[src/sv/bra_pkg.sv]
// Shared types, constants and helpers for the binary to radix ASCII converter.
package bra_pkg;

  localparam int VALUE_W   = 63;  // width of the input value port
  localparam int RADIX_W   = 6;   // width of the radix register
  localparam int DIGIT_W   = 6;   // width of one digit value (0..35)
  localparam int CHAR_W    = 7;   // width of one ASCII character
  localparam int STEP_BITS = 8;   // dividend bits retired per division cycle

  localparam logic [RADIX_W-1:0] RADIX_MIN   = 6'd2;
  localparam logic [RADIX_W-1:0] RADIX_MAX   = 6'd36;
  localparam logic [RADIX_W-1:0] RADIX_RESET = 6'd10;

  localparam logic [DIGIT_W-1:0] DEC_LIMIT  = 6'd9;
  localparam logic [DIGIT_W-1:0] ALPHA_BASE = 6'd10;
  localparam logic [CHAR_W-1:0]  CHAR_ZERO  = 7'h30;
  localparam logic [CHAR_W-1:0]  CHAR_A     = 7'h41;

  // Commands from the controller to the datapath.
  typedef struct packed {
    logic load;       // capture a new value and clear digit state
    logic step;       // run one division step
    logic last_step;  // final cycle of a digit: store the remainder
    logic rd_start;   // point the read pointer at the top digit
    logic rd_en;      // read one stored digit and move toward the bottom
  } dp_cmd_t;

  // Status from the datapath to the controller.
  typedef struct packed {
    logic q_zero;   // quotient register is zero
    logic rd_done;  // read pointer sits on the least significant digit
  } dp_sts_t;

  function automatic logic [CHAR_W-1:0] digit_to_ascii(input logic [DIGIT_W-1:0] d);
    logic [CHAR_W-1:0] c;
    if (d <= DEC_LIMIT) begin
      c = CHAR_ZERO + CHAR_W'(d);
    end else begin
      c = CHAR_A + CHAR_W'(d - ALPHA_BASE);
    end
    return c;
  endfunction

endpackage

[src/sv/binary_to_radix_ascii.sv]
// Top level of the binary to radix ASCII converter.
//
// Usage:
//   Input: raise start with in_value; the value transfers at the clock edge
//   where start is high and busy is low. Only the low VALUE_BITS bits count.
//   Radix: write cfg_radix with cfg_wr_en while busy is low; 0 and 1 act as
//   radix 2, values above 36 act as radix 36. Reset leaves radix 10.
//   Output: one ASCII character per out_valid strobe, most significant digit
//   first, out_last set on the final character. Each strobe lasts one cycle
//   and the receiver cannot hold it off; there is no back-pressure.
// Operation: each digit takes a division pass through the shared restoring
//   divider, eight dividend bits per cycle, and then a check of the quotient;
//   after the last digit the characters follow one per cycle from the digit
//   memory's single read port. busy drops on the cycle after the last read;
//   the final strobe overlaps the next item's start.
// Reset: synchronous, active low; clears the controller and strobes and
//   returns the radix to 10. The digit memory needs no clearing.
module binary_to_radix_ascii #(
  parameter int VALUE_BITS = 63
) (
  input  logic                         clk,
  input  logic                         rst_n,
  input  logic                         start,
  output logic                         busy,
  input  logic [bra_pkg::VALUE_W-1:0]  in_value,
  input  logic                         cfg_wr_en,
  input  logic [bra_pkg::RADIX_W-1:0]  cfg_radix,
  output logic                         out_valid,
  output logic [bra_pkg::CHAR_W-1:0]   out_digit_char,
  output logic                         out_last
);
  import bra_pkg::*;

  dp_cmd_t cmd;
  dp_sts_t sts;

  // Sequence division passes and the reverse-order readout.
  bra_ctrl #(
    .VALUE_BITS (VALUE_BITS)
  ) u_ctrl (
    .clk   (clk),
    .rst_n (rst_n),
    .start (start),
    .busy  (busy),
    .cmd   (cmd),
    .sts   (sts)
  );

  // Hold the radix, divide, store remainders and drive the character strobe.
  bra_dp #(
    .VALUE_BITS (VALUE_BITS)
  ) u_dp (
    .clk            (clk),
    .rst_n          (rst_n),
    .in_value       (in_value),
    .cfg_wr_en      (cfg_wr_en),
    .cfg_radix      (cfg_radix),
    .cmd            (cmd),
    .sts            (sts),
    .out_valid      (out_valid),
    .out_digit_char (out_digit_char),
    .out_last       (out_last)
  );

endmodule

[src/sv/bra_ctrl.sv]
// Sequencing state machine: division passes, digit check and character readout.
module bra_ctrl #(
  parameter int VALUE_BITS = 63
) (
  input  logic              clk,
  input  logic              rst_n,
  input  logic              start,
  output logic              busy,
  output bra_pkg::dp_cmd_t  cmd,
  input  bra_pkg::dp_sts_t  sts
);
  import bra_pkg::*;

  localparam int CHUNKS = (VALUE_BITS + STEP_BITS - 1) / STEP_BITS;
  localparam int CW     = (CHUNKS > 1) ? $clog2(CHUNKS) : 1;
  localparam logic [CW-1:0] LAST_CHUNK = CW'(CHUNKS - 1);

  typedef enum logic [1:0] {
    S_IDLE,
    S_DIV,
    S_CHK,
    S_EMIT
  } state_t;

  state_t        state_r, state_nxt;
  logic [CW-1:0] step_cnt_r, step_cnt_nxt;
  logic          last_chunk;

  assign last_chunk = (step_cnt_r == LAST_CHUNK);
  assign busy       = (state_r != S_IDLE);

  always_comb begin
    state_nxt    = state_r;
    step_cnt_nxt = step_cnt_r;
    cmd          = '0;
    case (state_r)
      S_IDLE: begin
        if (start) begin
          cmd.load     = 1'b1;
          step_cnt_nxt = '0;
          state_nxt    = S_DIV;
        end
      end
      S_DIV: begin
        cmd.step      = 1'b1;
        cmd.last_step = last_chunk;
        if (last_chunk) begin
          state_nxt = S_CHK;
        end else begin
          step_cnt_nxt = step_cnt_r + 1'b1;
        end
      end
      S_CHK: begin
        if (sts.q_zero) begin
          cmd.rd_start = 1'b1;
          state_nxt    = S_EMIT;
        end else begin
          step_cnt_nxt = '0;
          state_nxt    = S_DIV;
        end
      end
      S_EMIT: begin
        cmd.rd_en = 1'b1;
        if (sts.rd_done) begin
          state_nxt = S_IDLE;
        end
      end
      default: begin
        state_nxt = S_IDLE;
      end
    endcase
  end

  always_ff @(posedge clk) begin
    if (!rst_n) begin
      state_r    <= S_IDLE;
      step_cnt_r <= '0;
    end else begin
      state_r    <= state_nxt;
      step_cnt_r <= step_cnt_nxt;
    end
  end

endmodule

[src/sv/bra_dp.sv]
// Datapath: radix register, iterative divider, digit memory and output register.
module bra_dp #(
  parameter int VALUE_BITS = 63
) (
  input  logic                         clk,
  input  logic                         rst_n,
  input  logic [bra_pkg::VALUE_W-1:0]  in_value,
  input  logic                         cfg_wr_en,
  input  logic [bra_pkg::RADIX_W-1:0]  cfg_radix,
  input  bra_pkg::dp_cmd_t             cmd,
  output bra_pkg::dp_sts_t             sts,
  output logic                         out_valid,
  output logic [bra_pkg::CHAR_W-1:0]   out_digit_char,
  output logic                         out_last
);
  import bra_pkg::*;

  localparam int CHUNKS = (VALUE_BITS + STEP_BITS - 1) / STEP_BITS;
  localparam int QW     = CHUNKS * STEP_BITS;
  localparam int DEPTH  = VALUE_BITS;
  localparam int IW     = $clog2(DEPTH);
  localparam int NW     = $clog2(DEPTH + 1);

  logic [RADIX_W-1:0]   cfg_radix_r;
  logic [RADIX_W-1:0]   rdx_r;
  logic [RADIX_W-1:0]   rdx_clamp;
  logic [QW-1:0]        q_r;
  logic [DIGIT_W-1:0]   rem_r;
  logic [NW-1:0]        ndig_r;
  logic [IW-1:0]        rd_ptr_r;
  logic [DIGIT_W-1:0]   rd_data_r;
  logic                 rd_vld_r;
  logic                 rd_last_r;
  logic [DIGIT_W-1:0]   mem [DEPTH];

  logic [DIGIT_W-1:0]   rem_nxt;
  logic [STEP_BITS-1:0] qbits;

  // Clamp the configured radix into the legal range.
  always_comb begin
    if (cfg_radix_r < RADIX_MIN) begin
      rdx_clamp = RADIX_MIN;
    end else if (cfg_radix_r > RADIX_MAX) begin
      rdx_clamp = RADIX_MAX;
    end else begin
      rdx_clamp = cfg_radix_r;
    end
  end

  // Restoring division over the top STEP_BITS bits of the quotient register.
  always_comb begin
    logic [DIGIT_W:0]   t;
    logic [DIGIT_W-1:0] r;
    r     = rem_r;
    qbits = '0;
    for (int i = 0; i < STEP_BITS; i++) begin
      t = {r, q_r[QW-1-i]};
      if (t >= {1'b0, rdx_r}) begin
        r                      = DIGIT_W'(t - {1'b0, rdx_r});
        qbits[STEP_BITS-1-i]   = 1'b1;
      end else begin
        r = DIGIT_W'(t);
      end
    end
    rem_nxt = r;
  end

  always_ff @(posedge clk) begin
    if (!rst_n) begin
      cfg_radix_r <= RADIX_RESET;
      rdx_r       <= RADIX_RESET;
      rem_r       <= '0;
      ndig_r      <= '0;
      rd_vld_r    <= 1'b0;
      rd_last_r   <= 1'b0;
    end else begin
      if (cfg_wr_en) begin
        cfg_radix_r <= cfg_radix;
      end
      if (cmd.load) begin
        rdx_r  <= rdx_clamp;
        rem_r  <= '0;
        ndig_r <= '0;
      end else if (cmd.step) begin
        rem_r <= cmd.last_step ? '0 : rem_nxt;
        if (cmd.last_step) begin
          ndig_r <= ndig_r + 1'b1;
        end
      end
      rd_vld_r  <= cmd.rd_en;
      rd_last_r <= cmd.rd_en && (rd_ptr_r == '0);
    end
  end

  // Quotient register and read pointer.
  always_ff @(posedge clk) begin
    if (cmd.load) begin
      q_r <= QW'(in_value[VALUE_BITS-1:0]);
    end else if (cmd.step) begin
      q_r <= QW'({q_r, qbits});
    end
    if (cmd.rd_start) begin
      rd_ptr_r <= IW'(ndig_r - 1'b1);
    end else if (cmd.rd_en) begin
      rd_ptr_r <= rd_ptr_r - 1'b1;
    end
  end

  // Digit memory: one write port, one registered read port.
  always_ff @(posedge clk) begin
    if (cmd.step && cmd.last_step) begin
      mem[ndig_r[IW-1:0]] <= rem_nxt;
    end
    if (cmd.rd_en) begin
      rd_data_r <= mem[rd_ptr_r];
    end
  end

  assign sts.q_zero  = (q_r == '0);
  assign sts.rd_done = (rd_ptr_r == '0);

  assign out_valid      = rd_vld_r;
  assign out_last       = rd_last_r;
  assign out_digit_char = digit_to_ascii(rd_data_r);

  a_rem_below_radix : assert property (@(posedge clk) disable iff (!rst_n)
    rem_r < rdx_r)
    else $error("partial remainder not below radix");

  a_digit_count_bound : assert property (@(posedge clk) disable iff (!rst_n)
    ndig_r <= NW'(DEPTH))
    else $error("digit count exceeds memory depth");

  a_last_ends_burst : assert property (@(posedge clk) disable iff (!rst_n)
    (out_valid && out_last) |=> !out_valid)
    else $error("character strobe follows the last character");

  a_load_clears_count : assert property (@(posedge clk) disable iff (!rst_n)
    cmd.load |=> (ndig_r == '0))
    else $error("digit count not cleared on load");

endmodule

[config.mk]
export PLATFORM = sky130hd
export DESIGN_NAME = binary_to_radix_ascii
export DESIGN_NICKNAME = d
export VERILOG_FILES = /design/src/sv/bra_pkg.sv /design/src/sv/binary_to_radix_ascii.sv /design/src/sv/bra_ctrl.sv /design/src/sv/bra_dp.sv
export SDC_FILE = /design/constraint.sdc
export NUM_CORES = 1
export LEC_CHECK = 0
export CELL_PAD_IN_SITES_DETAIL_PLACEMENT = 1
export CELL_PAD_IN_SITES_GLOBAL_PLACEMENT = 1
export CORE_UTILIZATION = 40
export CTS_BUF_LIST = sky130_fd_sc_hd__clkbuf_4
export CTS_CLUSTER_SIZE = 20
export DETAILED_ROUTE_END_ITERATION = 12
export DONT_BUFFER_PORTS = 1
export GPL_TIMING_DRIVEN = 0
export PLACE_DENSITY_LB_ADDON = 0.1
export SYNTH_ARGS = -nofsm -noshare
export SYNTH_HDL_FRONTEND = slang
export SYNTH_HIERARCHICAL = 1
export SYNTH_SLANG_ARGS = --single-unit
[constraint.sdc]
create_clock -name clk -period 18.1 [get_ports clk]
set_input_delay 5.43 -clock clk [delete_from_list [all_inputs] [get_ports clk]]
set_output_delay 5.43 -clock clk [all_outputs]
set_load 0.01 [all_outputs]
Word-level counts from Yosys, hierarchy flattened
Memory sizes are Yosys's and may differ from the RTL's. A register that Yosys moved wholly into a read port is not among the register bits.
Index checks and enable logic that the tools add are counted.
{"block": "word_totals", "word_cells": 102, "out_inout_bits": 10, "reg_bits": 101, "in_bits": 73, "ramBits": 378, "n_memories": 1}
{"block": "op_classes", "magnitude_cmp": 11, "n_eq_ne": 9, "n_mux": 41, "n_bitwise": 1, "add_sub_neg": 15, "n_reduce_logical": 13}
{"memory": "u_dp.mem", "words": 63, "word_bits": 6, "rd": 1, "rd_ports_with_merged_regs": 1, "write_ports": 1, "line_no": "bra_dp.sv:34", "source": "logic [DIGIT_W-1:0] mem [DEPTH];"}
{"operator": "$mux W63", "n": 2}
{"operator": "$mux W6", "n": 13}
{"operator": "$logic_not A64 Y1", "n": 1}
{"operator": "$ge A7 B6 Y1", "n": 8}
{"operator": "$sub A6 B6 Y6", "n": 8}
{"operator": "$mux W1", "n": 15}
{"operator": "$sub A6 B1 Y6 const B", "n": 2}
{"operator": "$mux W2", "n": 5}
{"operator": "$mux W3", "n": 3}
{"operator": "$pmux W3 S3", "n": 1}
{"operator": "$ne A2 B2 Y1 const B", "n": 4}
{"operator": "$pmux W2 S4", "n": 1}
{"operator": "$add A6 B6 Y7 const A", "n": 1}
{"operator": "$add A7 B7 Y7 const A", "n": 1}
{"operator": "$mux W7", "n": 1}
{"operator": "$sub A6 B4 Y7 const B", "n": 1}
{"operator": "$add A6 B1 Y6 const B", "n": 1}
{"operator": "$gt A6 B6 Y1 const B", "n": 1}
{"operator": "$le A6 B4 Y1 const B", "n": 1}
{"operator": "$logic_not A6 Y1", "n": 1}
{"operator": "$lt A6 B2 Y1 const B", "n": 1}
{"operator": "$reduce_bool A2 Y1", "n": 3}
{"operator": "$eq A2 B2 Y1 const B", "n": 2}
{"operator": "$reduce_and A4 Y1", "n": 1}
{"operator": "11 further kinds", "n": 12}

Longest topological paths before layout
Gate-level depths: netlist of run 1.
{"block": "logic_depth", "word_depth": 18, "depth_mapped": 80, "depth_no_buf": 76}

Cells and area by module
Netlist of run 1, hierarchy kept.
{"module": "bra_dp", "instances": 1, "cells_each": 1397, "area_each_um2": 22071.2, "seq_area_each_um2": 14143.6}
{"module": "bra_ctrl", "instances": 1, "cells_each": 34, "area_each_um2": 319.1, "seq_area_each_um2": 100.1}

Worst setup path after synthesis of run 1
No wires, ideal clock.
{"block": "synth_path", "path_kind": "register to register", "start": "register u_dp.rdx_r[1]", "end": "memory u_dp.mem[0][0], data pin", "stages_incl_launch_ff": 74, "period_less_slack_ns": 16.603, "required_ns": 17.535, "arrival_time_ns": 16.038, "path_buffers": 4, "slack_ns": 1.497, "cell_sequence": "dfxtp_1 inv_1 ha_1 nor2b_1 o21ai_1 a41oi_2 buf_6 mux2_2 ha_1 a21oi_2 a31oi_1 a211oi_1 o2111a_2 buf_2 mux2i_1 ha_1 and4_1 a221oi_1 (+38 left out) a21oi_1 o21ai_0 a21oi_1 inv_1 a221oi_4 mux2_2 inv_1 ha_1 nor2b_1 o21ai_0 nand2b_1 a21o_1 a21o_1 a31o_2 a21oi_1 o21a_1 o221ai_4 mux2i_1"}
{"block": "synth_between", "elab_chain_cells": 16}
{"item": "from (decl)", "line_no": "bra_dp.sv:25", "source": "logic [RADIX_W-1:0] rdx_r;"}
{"item": "from (signal assigned)", "line_no": "bra_dp.sv:81", "source": "rdx_r <= rdx_clamp;"}
{"item": "$sub A6 B6 Y6 or $ge A7 B6 Y1 (tied branches)", "line_no": "bra_dp.sv:59, bra_dp.sv:58"}
{"item": "$mux W6", "line_no": "bra_dp.sv:58", "source": "if (t >= {1'b0, rdx_r}) begin"}
{"item": "$sub A6 B6 Y6 or $ge A7 B6 Y1 (tied branches)", "line_no": "bra_dp.sv:59, bra_dp.sv:58"}
{"item": "$mux W6", "line_no": "bra_dp.sv:58"}
{"item": "$sub A6 B6 Y6 or $ge A7 B6 Y1 (tied branches)", "line_no": "bra_dp.sv:59, bra_dp.sv:58"}
{"item": "$mux W6", "line_no": "bra_dp.sv:58"}
{"item": "$sub A6 B6 Y6 or $ge A7 B6 Y1 (tied branches)", "line_no": "bra_dp.sv:59, bra_dp.sv:58"}
{"item": "$mux W6", "line_no": "bra_dp.sv:58"}
{"item": "$sub A6 B6 Y6 or $ge A7 B6 Y1 (tied branches)", "line_no": "bra_dp.sv:59, bra_dp.sv:58"}
{"item": "$mux W6", "line_no": "bra_dp.sv:58"}
{"item": "$ge A7 B6 Y1 or $sub A6 B6 Y6 (tied branches)", "line_no": "bra_dp.sv:58, bra_dp.sv:59"}
{"item": "$mux W6", "line_no": "bra_dp.sv:58"}
{"item": "$sub A6 B6 Y6 or $ge A7 B6 Y1 (tied branches)", "line_no": "bra_dp.sv:59, bra_dp.sv:58"}
{"item": "$mux W6", "line_no": "bra_dp.sv:58"}
{"item": "$ge A7 B6 Y1 (*)", "line_no": "bra_dp.sv:58"}
{"item": "$mux W6 (*)", "line_no": "bra_dp.sv:58"}
{"item": "via u_dp.rem_nxt[0]", "line_no": "bra_dp.sv:36", "source": "logic [DIGIT_W-1:0] rem_nxt;"}
{"item": "to (decl)", "line_no": "bra_dp.sv:34"}
The timed path passes the listed nets; every way through them passes the cells marked *.

Worst setup path after layout of run 1
{"block": "layout_path", "start": "register u_dp.rdx_r[1]", "end": "register u_dp.rem_r[1]"}
{"block": "layout_between", "elab_chain_cells": 17}
{"item": "$sub A6 B6 Y6 or $ge A7 B6 Y1 (tied branches)", "line_no": "bra_dp.sv:59, bra_dp.sv:58"}
{"item": "$mux W6", "line_no": "bra_dp.sv:58"}
{"item": "$sub A6 B6 Y6 or $ge A7 B6 Y1 (tied branches)", "line_no": "bra_dp.sv:59, bra_dp.sv:58"}
{"item": "$mux W6", "line_no": "bra_dp.sv:58"}
{"item": "$sub A6 B6 Y6 or $ge A7 B6 Y1 (tied branches)", "line_no": "bra_dp.sv:59, bra_dp.sv:58"}
{"item": "$mux W6", "line_no": "bra_dp.sv:58"}
{"item": "$sub A6 B6 Y6 or $ge A7 B6 Y1 (tied branches)", "line_no": "bra_dp.sv:59, bra_dp.sv:58"}
{"item": "$mux W6", "line_no": "bra_dp.sv:58"}
{"item": "(+2 left out)"}
{"item": "$ge A7 B6 Y1 or $sub A6 B6 Y6 (tied branches)", "line_no": "bra_dp.sv:58, bra_dp.sv:59"}
{"item": "$mux W6", "line_no": "bra_dp.sv:58"}
{"item": "$ge A7 B6 Y1 or $sub A6 B6 Y6 (tied branches)", "line_no": "bra_dp.sv:58, bra_dp.sv:59"}
{"item": "$mux W6", "line_no": "bra_dp.sv:58"}
{"item": "$sub A6 B6 Y6 or $ge A7 B6 Y1 (tied branches)", "line_no": "bra_dp.sv:59, bra_dp.sv:58"}
{"item": "$mux W6 (*)", "line_no": "bra_dp.sv:58"}
{"item": "via u_dp.rem_nxt[1]", "line_no": "bra_dp.sv:36"}
{"item": "$mux W6 (*)", "line_no": "bra_dp.sv:85", "source": "rem_r <= cmd.last_step ? '0 : rem_nxt;"}
{"item": "to (signal assigned)", "line_no": "bra_dp.sv:85"}
{"item": "to (decl)", "line_no": "bra_dp.sv:28", "source": "logic [DIGIT_W-1:0] rem_r;"}
Marks and branches as above.
A chain may end at the register's enable or synchronous reset.

==> flow_results.org, run 1 <==
** Run status
- Run status :: finished, violations left
- Violated checks :: max-capacitance violations

** Route
- After detailed routing, the average wire length per cell comes to approximately 26 um.
- The final layout contains routed wiring with a total length of 63.2 mm.
- Using the TritonRoute via totals, the vias-per-cell ratio works out to 5.50.
- After detailed routing, the number of remaining DRC violations is 0.
- In this run the remaining antenna-violating nets after routing total 0.
- Iteration count of the initial detailed-routing pass :: 5
- Vias after detailed routing :: 13500
- After the first detailed-routing iteration, the DRC count stood at between 800 and 900.

** Yosys
- In the synthesized netlist the async set-or-reset flop fraction comes to 0.
- Sequential share of the synthesized area :: 0.636
- Post-Syn Nets :: about 1600
- Register bit total from synthesis :: between 400 and 500
- The average instance in the mapped netlist occupies about 16 um^2.
- Gate count of the mapped netlist :: around 1400
- Count of flip-flops with a built-in enable after synthesis :: between 400 and 500
- In this run the cell area of the synthesized design comes to 22400 um^2.
- Yosys printed 6 warnings.
- Of the total synthesized cell area, the portion taken by XOR and XNOR cells is 0.0153.
- Most used flip-flop cell after synthesis :: sky130_fd_sc_hd__edfxtp_1
- Proportion of synthesized area in mux cells :: 0.158
- The compound-cell area share of the yosys netlist is 0.0652.
- Simple-gate share of the synthesized area :: 0.0661
- Dominant combinational cell family by area after synthesis :: multiplexers
- Arithmetic-cell share of the synthesized area counting full adders, half adders and majority gates :: 0.0384
- The netlist uses 85 different library cells.

** Clock tree
- TritonCTS clock tree :: done
- Number of sinks driven by the clock tree :: around 490
- Clock insertion delay at the later pin of the skew report :: between 0.9 and 1 ns
- Number of CTS-inserted buffers :: 135
- The tree is rooted in a sky130_fd_sc_hd__clkbuf_4.
- No sink is reached through more buffers than the 3 on the longest clock path.
- Clock transition at the register clock pins on the worst setup and hold paths after CTS :: 0.06 ns
- The H-tree was split into 4 levels.

** Final layout
- The count of cells in the finished layout, fillers not included, comes to 2448.
- FF/Latch Area :: ~14000 um^2
- From synthesis to final layout, the design area changed by 14.1%.
- Layout filler cell count :: approximately 5500
- In the final layout, the multi-input gates occupy 7860 um^2.
- The final layout contains 1731 nets.
- Share of final-layout standard cells stronger than drive strength 1 :: 0.274

** STA
- The worst path in the final design needs a cycle of 16.90 ns, including I/O delays and setup.
- Tcrit/Tclk final :: 0.933
- Layout Skew :: 0.0516 ns
- Maximum operating frequency :: ~60 MHz
- Worst slew pin tran :: about 1.5 ns
- Aggregate negative setup slack :: 0 ns
- Final hold violation count :: 0
- Final-report max-slew violation count :: 0
- Setup violations remaining at the end of the flow were counted as 0.
- Relative slew margins :: 0.00951
- Unrepaired setup endpoints after global routing :: no

** Run
- Number of maximum-capacitance violations :: 1

** Worst setup path
- Worst path max stage delay :: around 0.5 ns
- Capture point of the worst reg-to-reg path :: u_dp/rem_r[1]$_SDFFE_PP0P_
- Cell with the biggest individual delay on the critical path :: sky130_fd_sc_hd__dfxtp_4
- The critical path is of the reg -> reg type.
- Of all nets on the critical path, the largest fanout is 25.
- CP endpoint kind :: flop
- Arrival time worst endpoint :: 17.69 ns
- Worst reg-to-reg path cell count :: 77
- FF-to-FF Start :: u_dp/rdx_r[1]$_SDFFE_PN1P_
- Critical Path Most Common Cell :: sky130_fd_sc_hd__ha_1
- Origin of the worst setup path :: u_dp/rdx_r[1]$_SDFFE_PN1P_
- STA classifies the critical path startpoint as a flop.
- Worst reg2reg setup slack :: roughly 1.2 ns
- Data on the critical path is required at its endpoint by between 15 and 20 ns.

** Worst hold path
- Hold Crit Class :: reg -> reg
- Hold Path Origin :: u_ctrl/step_cnt_r[1]$_SDFFE_PN0P_
- Counting instances, the worst hold path has a depth of 1.
- Worst Hold Path EP :: u_ctrl/step_cnt_r[1]$_SDFFE_PN0P_

** Global routing
- The first global-routing pass estimated just over 90 mm of wire.
- The via count of the first global-routing pass was 14300.
- Initial antenna violation count :: 5
- Entering global routing, the biggest net connects 36 pins.
- Gr ovfl total :: 0
- GRT Resource Usage Total :: 0.227

** Place
- Placer's final routability congestion estimate :: 0.810
- During placement, the flow inserted port buffers numbering 0.
- The number of placed instances, taps included, is roughly 2200.
- Detail Placement HPWL :: roughly 42 mm

** Floorplanning
- Core region area :: roughly 55000 um^2
- Site row count :: 86
- Top-Level Pins :: 83
- Chip Height :: roughly 240 um
- The floorplan step defined a die boundary enclosing approximately 57000 um^2.
- Starting utilization of the core area :: 0.406
- Overall die width :: between 200 and 250 um
flip-flops by register name, indices dropped and copies added, names as in the netlist, 6 cells and up:
name              flops
u_dp/mem            378
u_dp/q_r             64
u_dp/cfg_radix_r      6
u_dp/ndig_r           6
u_dp/rd_data_r        6
u_dp/rd_ptr_r         6
u_dp/rdx_r            6
u_dp/rem_r            6
critical path: cells and delay by family (launching register included):
kind | cells | cell delay [ns]
DFF | 1 | 0.50
AOI/OAI and AO/OA | 36 | 7.65
and+or+nand+nor | 16 | 2.58
muxes | 5 | 1.53
buffers and inverters | 12 | 1.86
adders and majority gates | 8 | 2.62
stage by stage:
step / setup WS (ns) / area [um^2] / hold WS [ns] / util
floorplan: 1.50 / 22400 / 0.464 / -
global placement: -4.60 / 23300 / 0.488 / 0.423
detailed placement: -1.39 / 23500 / 0.502 / 0.425
CTS: 0.191 / 25400 / 0.512 / 0.460
global route: 0.0718 / 25600 / 0.534 / 0.463
finish: 1.20 / 25600 / 0.514 / 0.463
cell usage after synthesis (32+ instances only):
cell type / n / share of area
sky130_fd_sc_hd__ha_1: 56 / 0.031
sky130_fd_sc_hd__dfxtp_1: 32 / 0.029
sky130_fd_sc_hd__clkbuf_1: 49 / 0.0082
sky130_fd_sc_hd__mux2_2: 79 / 0.040
sky130_fd_sc_hd__mux2i_1: 68 / 0.030
sky130_fd_sc_hd__edfxtp_1: 453 / 0.61
sky130_fd_sc_hd__nand2_1: 47 / 0.0079
sky130_fd_sc_hd__mux4_2: 85 / 0.085
sky130_fd_sc_hd__inv_1: 55 / 0.0092
sky130_fd_sc_hd__a21oi_1: 56 / 0.013
sky130_fd_sc_hd__o21ai_0: 32 / 0.0072
sky130_fd_sc_hd__nor2_1: 100 / 0.017
area by class of cell:
type                       instances  share of cell area
buffer                            65              0.0106
tap                              748              0.0366
inverter                          55             0.00867
multi-input combinational        830               0.307
sequential                       485               0.558
clock buffer                     209              0.0614
timing repair buffer              22              0.0102
clock inverter                    29             0.00695
antenna                            5            0.000490
kinds of logic after synthesis:
| group | count (synthesis) |
|---|---|
| AO/OA/AOI/OAI | 202 |
| XOR/XNOR | 39 |
| adder cells (fa/ha/maj) | 64 |
| buffers and inverters | 120 |
| flip-flops | 485 |
| multiplexers | 235 |
| AND/OR/NAND/NOR | 286 |
cells in the final DEF, fill, tap and decap left out, types with 20 or more instances in the layout:
master	n
sky130_fd_sc_hd__mux4_2	85
sky130_fd_sc_hd__a21oi_1	53
sky130_fd_sc_hd__dfxtp_1	30
sky130_fd_sc_hd__mux2i_1	66
sky130_fd_sc_hd__ha_1	55
sky130_fd_sc_hd__xnor2_1	20
sky130_fd_sc_hd__o21ai_0	30
sky130_fd_sc_hd__mux2_2	75
sky130_fd_sc_hd__inv_1	51
sky130_fd_sc_hd__clkbuf_1	49
sky130_fd_sc_hd__clkbuf_4	209
sky130_fd_sc_hd__nor2_1	100
sky130_fd_sc_hd__edfxtp_1	453
sky130_fd_sc_hd__clkinv_1	20
sky130_fd_sc_hd__nand2_1	46
worst max path at each step:
stage | endpoint | cells after the start
5_1_grt | u_dp/mem[15][4]$_DFFE_PP_ | 76
6_report | u_dp/rem_r[1]$_SDFFE_PP0P_ | 77
4_1_cts | u_dp/rem_r[1]$_SDFFE_PP0P_ | 77
2_1_floorplan | u_dp/mem[0][0]$_DFFE_PP_ | 73
3_5_place_dp | u_dp/mem[48][4]$_DFFE_PP_ | 72
3_3_place_gp | u_dp/mem[0][1]$_DFFE_PP_ | 72
layer usage:
layer,wire (um),vias to the layer above,track usage
met1,26300,6902,0.283
met3,3500,92,0.0580
met4,1360,2,0.0758
met2,32000,373,0.385
li1,-,6090,-
met5,8,-,0
timing repair:
| item | in CTS | in global routing |
|---|---|---|
| endpoints found under the setup margin | 385 | 385 |
| setup buffers | 4 | 13 |
| gates resized for setup | 12 | 13 |
| hold buffers | 0 | 0 |
| hold endpoints to repair | 0 | 0 |
| gates cloned | 4 | 0 |
Power of run 1 is left out: the tool's default activity adds up to more than one toggle a clock period on the data nets, which glitch-free logic cannot reach.
==> run 2, diff against run 1 <==
- CORE_UTILIZATION: 40 -> 50
- clock period: 18.1 -> 18.9 ns (I/O delays scaled with it)
==> flow_results.org, run 2 (synthesized netlist as in run 1, its figures left out) <==
** Run status
- The flow ran to the end, and the final reports show no timing, DRC or antenna violations.

** Clock tree
- H-tree depth reported by CTS :: 3
- TritonCTS built the clock tree.
- Clock insertion delay at the later pin of the skew report :: 0.91 ns
- For this design, the CTS-stage hold fixing added 0 buffers.
- Clock transition at the register clock pins on the worst setup and hold paths after CTS :: about 0.07 ns
- In this run the deepest clock path goes through 3 buffers.
- In this run the clock root is driven by a sky130_fd_sc_hd__clkbuf_4.
- Number of CTS-inserted buffers :: approximately 120
- Counting every sink on the clock net gives roughly 490.

** Worst hold path
- In this run the worst hold path is classified as reg -> reg.
- Counting instances, the worst hold path has a depth of 2.

** Route
- After detailed routing, the average wire length per cell comes to 27.3 um.
- The detailed router finished its first iteration with approximately 1100 violations.
- For this block, the routed nets add up to a little over 60 mm of wire.
- Total DRC errors in the routed layout :: 0
- The count of nets left with antenna violations once routing finished came out at 0.
- Before antenna repair, the detailed router went through 5 iterations.
- Average vias per placed instance :: roughly 6.1
- Summing over every cut layer, the via total after detailed routing is ~14000.

** Worst setup path
- CP Data Required Time :: 19.49 ns
- Critical Path Most Common Cell :: sky130_fd_sc_hd__ha_1
- Data on the critical path arrives at its endpoint at 18.21 ns.
- Across all register-to-register paths, the minimum setup slack is 1.28 ns.
- Startpoint type of the worst setup path :: flop
- Worst reg-to-reg path cell count :: between 70 and 80
- Cell with the biggest individual delay on the critical path :: sky130_fd_sc_hd__ha_1
- Worst Path Class, Setup :: reg -> reg
- Worst path max stage delay :: roughly 0.46 ns
- The worst setup path is captured at a flop.
- Largest fanout on the critical path :: 26

** Global routing
- Pin count of the biggest net entering global routing :: 65
- Initial antenna violation count :: 3
- Wire length of the first global-routing pass :: just under 90 mm
- Summed over all layers, the global routing overflow is 0.
- Via count of the first global-routing pass :: 14200
- In the global route stage, overall resource usage came out at 0.270.

** STA
- Layout Skew :: 0.0885 ns
- At the pin with the least slew margin, the transition time is roughly 1.4 ns.
- Setup violations remaining at the end of the flow were counted as 0.
- Static timing analysis puts the maximum clock frequency at 56.8 MHz.
- Tcrit/Tclk final :: 0.932
- Final-report max-slew violation count :: 0
- Final hold violation count :: 0
- Hold slack final :: roughly 0.52 ns
- Measured against its own limit, the worst slew margin works out to 0.0582.
- After layout, the minimum clock period comes to ~18 ns.

** Final layout
- Leaving out fill and tap cells, the most frequent cell in the layout is sky130_fd_sc_hd__edfxtp_1.
- The layout has 4203 filler cells.
- Area Overhead vs Synth :: 11.7%
- The register with the most flip-flops in the layout has ~380 of them.
- Share of final-layout standard cells stronger than drive strength 1 :: 0.254
- Final net count :: 1708
- In the layout the commonest cells are sky130_fd_sc_hd__edfxtp_1, sky130_fd_sc_hd__clkbuf_4, sky130_fd_sc_hd__nor2_1, sky130_fd_sc_hd__mux4_2, sky130_fd_sc_hd__mux2_2.

** Floorplanning
- Core region area :: 44200 um^2
- For this design the top-level I/O count stands at a little over 80.
- The die is around 210 um tall.
- Starting utilization of the core area :: 0.506
- The die is 214 um wide.
- The initialized floorplan defines 77 standard-cell rows.
- The die covers ~46000 um^2.

** Place
- Detail Placement HPWL :: around 41 mm
- PortBufs :: 0
- Routability-driven placement finished with a final weighted congestion of approximately 0.87.

** Run
- The tool flagged a number of max-cap violations equal to 0.
## run 2: final cells by class
type                       instances  area (um^2)  share of cell area
timing repair buffer              13          198             0.00790
inverter                          55          210             0.00840
clock buffer                     180         1350              0.0540
buffer                            65          270              0.0108
antenna                            4         10.0            0.000400
sequential                       485        14200               0.570
clock inverter                    36          146             0.00585
tap                              592          741              0.0296
multi-input combinational        830         7840               0.313
## run 2: metrics by stage
step / worst slack (ns) / setup TNS [ns] / cells / utilization / cell area (um^2)
final: 1.28 / 0 / 2260 / 0.566 / 25000
after global routing: -0.00542 / -0.0108 / 2260 / 0.566 / 25000
after global placement: -3.40 / -474.02 / 2023 / 0.523 / 23100
after floorplan: 2.30 / 0 / 1431 / - / 22400
after detailed placement: -0.770 / -220.18 / 2027 / 0.526 / 23300
after CTS: 0.00692 / 0 / 2245 / 0.561 / 24800
## run 2: layer usage
layer  up-vias  part of all wire  GRT usage
li1       6007                 -          -
met1      7094              0.40      0.335
met2       497              0.51      0.467
met3        90             0.067     0.0627
met4         2             0.024     0.0906
met5         -           0.00021          0
## run 2: worst paths after layout
path / to / start
max: u_dp/mem[19][1]$_DFFE_PP_ / u_dp/rdx_r[3]$_SDFFE_PN1P_
min: u_dp/rdx_r[1]$_SDFFE_PN1P_ / u_dp/cfg_radix_r[1]$_SDFFE_PN1P_
max reg2reg: u_dp/mem[19][1]$_DFFE_PP_ / u_dp/rdx_r[3]$_SDFFE_PN1P_
min reg2reg: u_dp/rdx_r[1]$_SDFFE_PN1P_ / u_dp/cfg_radix_r[1]$_SDFFE_PN1P_
## run 2: timing repair
item                                    in CTS  in global routing
endpoints found under the setup margin     383                385
gates cloned                                 1                  3
resized for setup                            5                 14
pin swaps                                    0                  0
buffers inserted                             1                  7
## run 2: worst max-delay path: cells and delay by family (launching register included)
family,cells,cell delay (ns)
compound gates,38,8.64
fa+ha+maj,8,2.62
simple gates,13,2.04
mux,5,1.84
buf+inv,11,1.77
flops,1,0.31
Power of run 2 is left out for the same reason.
==> run 3, diff against run 2 <==
- CTS_BUF_LIST: sky130_fd_sc_hd__clkbuf_4 -> sky130_fd_sc_hd__clkbuf_16
==> flow_results.org, run 3 (synthesized netlist as in run 1, its figures left out) <==
** Floorplanning
- Die ar. :: 45600 um^2
- The die is 214 um tall.
- Starting utilization of the core area :: 0.506
- Core region area :: approximately 44000 um^2
- Top-Level Pins :: 83
- Site row count :: 77
- Overall die width :: 214 um

** STA
- Setup violations remaining at the end of the flow were counted as 0.
- Tcrit/Tclk final :: 0.931
- Worst slew pin tran :: between 1 and 1.5 ns
- Maximum operating frequency :: between 50 and 60 MHz
- The final-report max-slew violation count came to 0.
- After layout, the minimum clock period comes to 17.60 ns.
- Layout Skew :: 0.0132 ns
- Relative slew margins :: 0.107
- Unrepaired setup endpoints after global routing :: no
- In the final timing run, aggregate negative setup slack is 0 ns.
- Final hold violation count :: 0

** Final layout
- Number of cells in the finished layout apart from fillers :: ~2100
- The number of antenna diodes in the final layout is 0.
- Final net count :: between 1500 and 2000
- The library cell used most frequently in the layout, excluding fill and tap cells, is sky130_fd_sc_hd__edfxtp_1.
- Finished Core Util :: 0.568
- Share of final-layout standard cells stronger than drive strength 1 :: 0.199
- The finished cells cover 25100 um^2.
- Area Overhead vs Synth :: 12.2%
- Number of flip-flops under the largest register name :: roughly 380
- Leading cell types in the layout, fill and taps excluded :: sky130_fd_sc_hd__edfxtp_1, sky130_fd_sc_hd__nor2_1, sky130_fd_sc_hd__mux4_2, sky130_fd_sc_hd__mux2_2, sky130_fd_sc_hd__mux2i_1

** Route
- Average vias per placed instance :: 6.18
- Total DRC errors in the routed layout :: 0
- After detailed routing, the total wire length is between 60 and 70 mm.
- The pre-antenna-repair detailed-routing pass consisted of 5 iterations.
- For this block, the initial DRC count from the detailed router was 1019.
- Drt wl/cell :: roughly 28 um
- Detailed routing inserted a total of approximately 13000 vias.
- Post-route ant nets :: 0

** Clock tree
- Clock-pin slew was measured on the worst setup and hold paths at around 0.06 ns.
- TritonCTS clock tree :: done
- Number of buffers on the longest clock path :: 3
- The clock net in this run drives a total of roughly 490 sinks.
- Clock tree synthesis inserted a total of slightly above 50 buffers.
- Clock insertion delay at the later pin of the skew report :: 0.59 ns
- The H-tree generated during clock tree synthesis spans 2 levels.
- The tree is rooted in a sky130_fd_sc_hd__clkbuf_16.
- After clock tree synthesis, the flow added hold-fix buffers numbering 0.

** Worst setup path
- Worst reg2reg setup slack :: about 1.3 ns
- Arrival time worst endpoint :: ~18 ns
- Cell with the biggest individual delay on the critical path :: sky130_fd_sc_hd__mux2_8
- Largest fanout on the critical path :: between 60 and 70
- Startpoint type of the worst setup path :: flop
- At the worst endpoint, the required time is approximately 19 ns.
- In this design, the critical path's most frequently occurring cell is sky130_fd_sc_hd__ha_1.
- On the worst path, the slowest cell contributes a delay of around 0.61 ns.
- The worst setup path is captured at a flop.
- Worst Path Class, Setup :: reg -> reg

** Place
- Number of instances in the placed design :: a little over 2000
- PortBufs :: 0
- At the end of routability-driven placement, the weighted congestion stood at 0.865.
- After detailed placement, the total cell area comes to roughly 23000 um^2.
- Detail Placement HPWL :: around 41 mm

** Global routing
- Pin count of the biggest net entering global routing :: 65
- The via count of the first global-routing pass came to between 10000 and 15000.
- The initial antenna violation count came to 1.
- Gr ovfl total :: 0
- Wire length of the first global-routing pass :: between 80 and 90 mm
- GRT Resource Usage Total :: 0.267

** Run
- Max-cap violations in this run came to 0.

** Run status
- Run status :: finished, final reports clean

** Worst hold path
- Hold Crit Class :: reg -> reg
## run 3: cell types whose count changed in the layout (fill, tap and decap cells not counted), moves of 6 or more
cell | before | now
sky130_fd_sc_hd__bufinv_16 | 0 | 6
sky130_fd_sc_hd__clkbuf_16 | 0 | 51
sky130_fd_sc_hd__clkbuf_4 | 180 | 0
sky130_fd_sc_hd__clkinv_1 | 25 | 13
## run 3: metal layers
layer  wire length, um  part of all wire  vias to the layer above  GRT usage
met5                13           0.00022                        -          0
met4              1980             0.033                        2     0.0941
met3              3960             0.066                      105     0.0476
met2             30500              0.51                      457      0.461
met1             23900              0.40                     6824      0.339
li1                  -                 -                     5782          -
## run 3: final timing paths
path | startpoint | to | cells after the start
worst max-delay path | u_dp/rdx_r[2]$_SDFFE_PN0P_ | u_dp/mem[0][3]$_DFFE_PP_ | 73
worst min-delay path | u_dp/cfg_radix_r[1]$_SDFFE_PN1P_ | u_dp/rdx_r[1]$_SDFFE_PN1P_ | 2
worst max register to register | u_dp/rdx_r[2]$_SDFFE_PN0P_ | u_dp/mem[0][3]$_DFFE_PP_ | 73
worst min register to register | u_dp/cfg_radix_r[1]$_SDFFE_PN1P_ | u_dp/rdx_r[1]$_SDFFE_PN1P_ | 2
## run 3: metrics by stage
| step | hold slack (ns) | setup WS (ns) |
|---|---|---|
| after floorplan | 0.464 | 2.30 |
| after global placement | 0.487 | -3.40 |
| after detailed placement | 0.504 | -0.770 |
| after CTS | 0.512 | 0.0133 |
| after global routing | 0.540 | 0.0311 |
| final | 0.513 | 1.30 |
## run 3: worst max-delay path, delay by kind of cell (launching register included)
kind	cells	cell delay, ns
compound gates	38	8.61
fa+ha+maj	8	2.63
mux	5	2.07
simple gates	13	2.06
buf+inv	9	1.40
flops	1	0.30
## run 3: cell type report
cell class	instances	area, um^2
fill	4046	19100
sequential	485	14200
multi-input combinational	828	7810
clock buffer	51	1280
tap	592	741
clock inverter	43	377
buffer	65	270
inverter	55	210
timing repair buffer	13	203
## run 3: repair_timing
item                       in CTS  in global routing
resized for setup               5                 13
setup endpoints to repair     383                385
cloned                          1                  1
setup buffers                   1                  8
Power of run 3 is left out for the same reason.
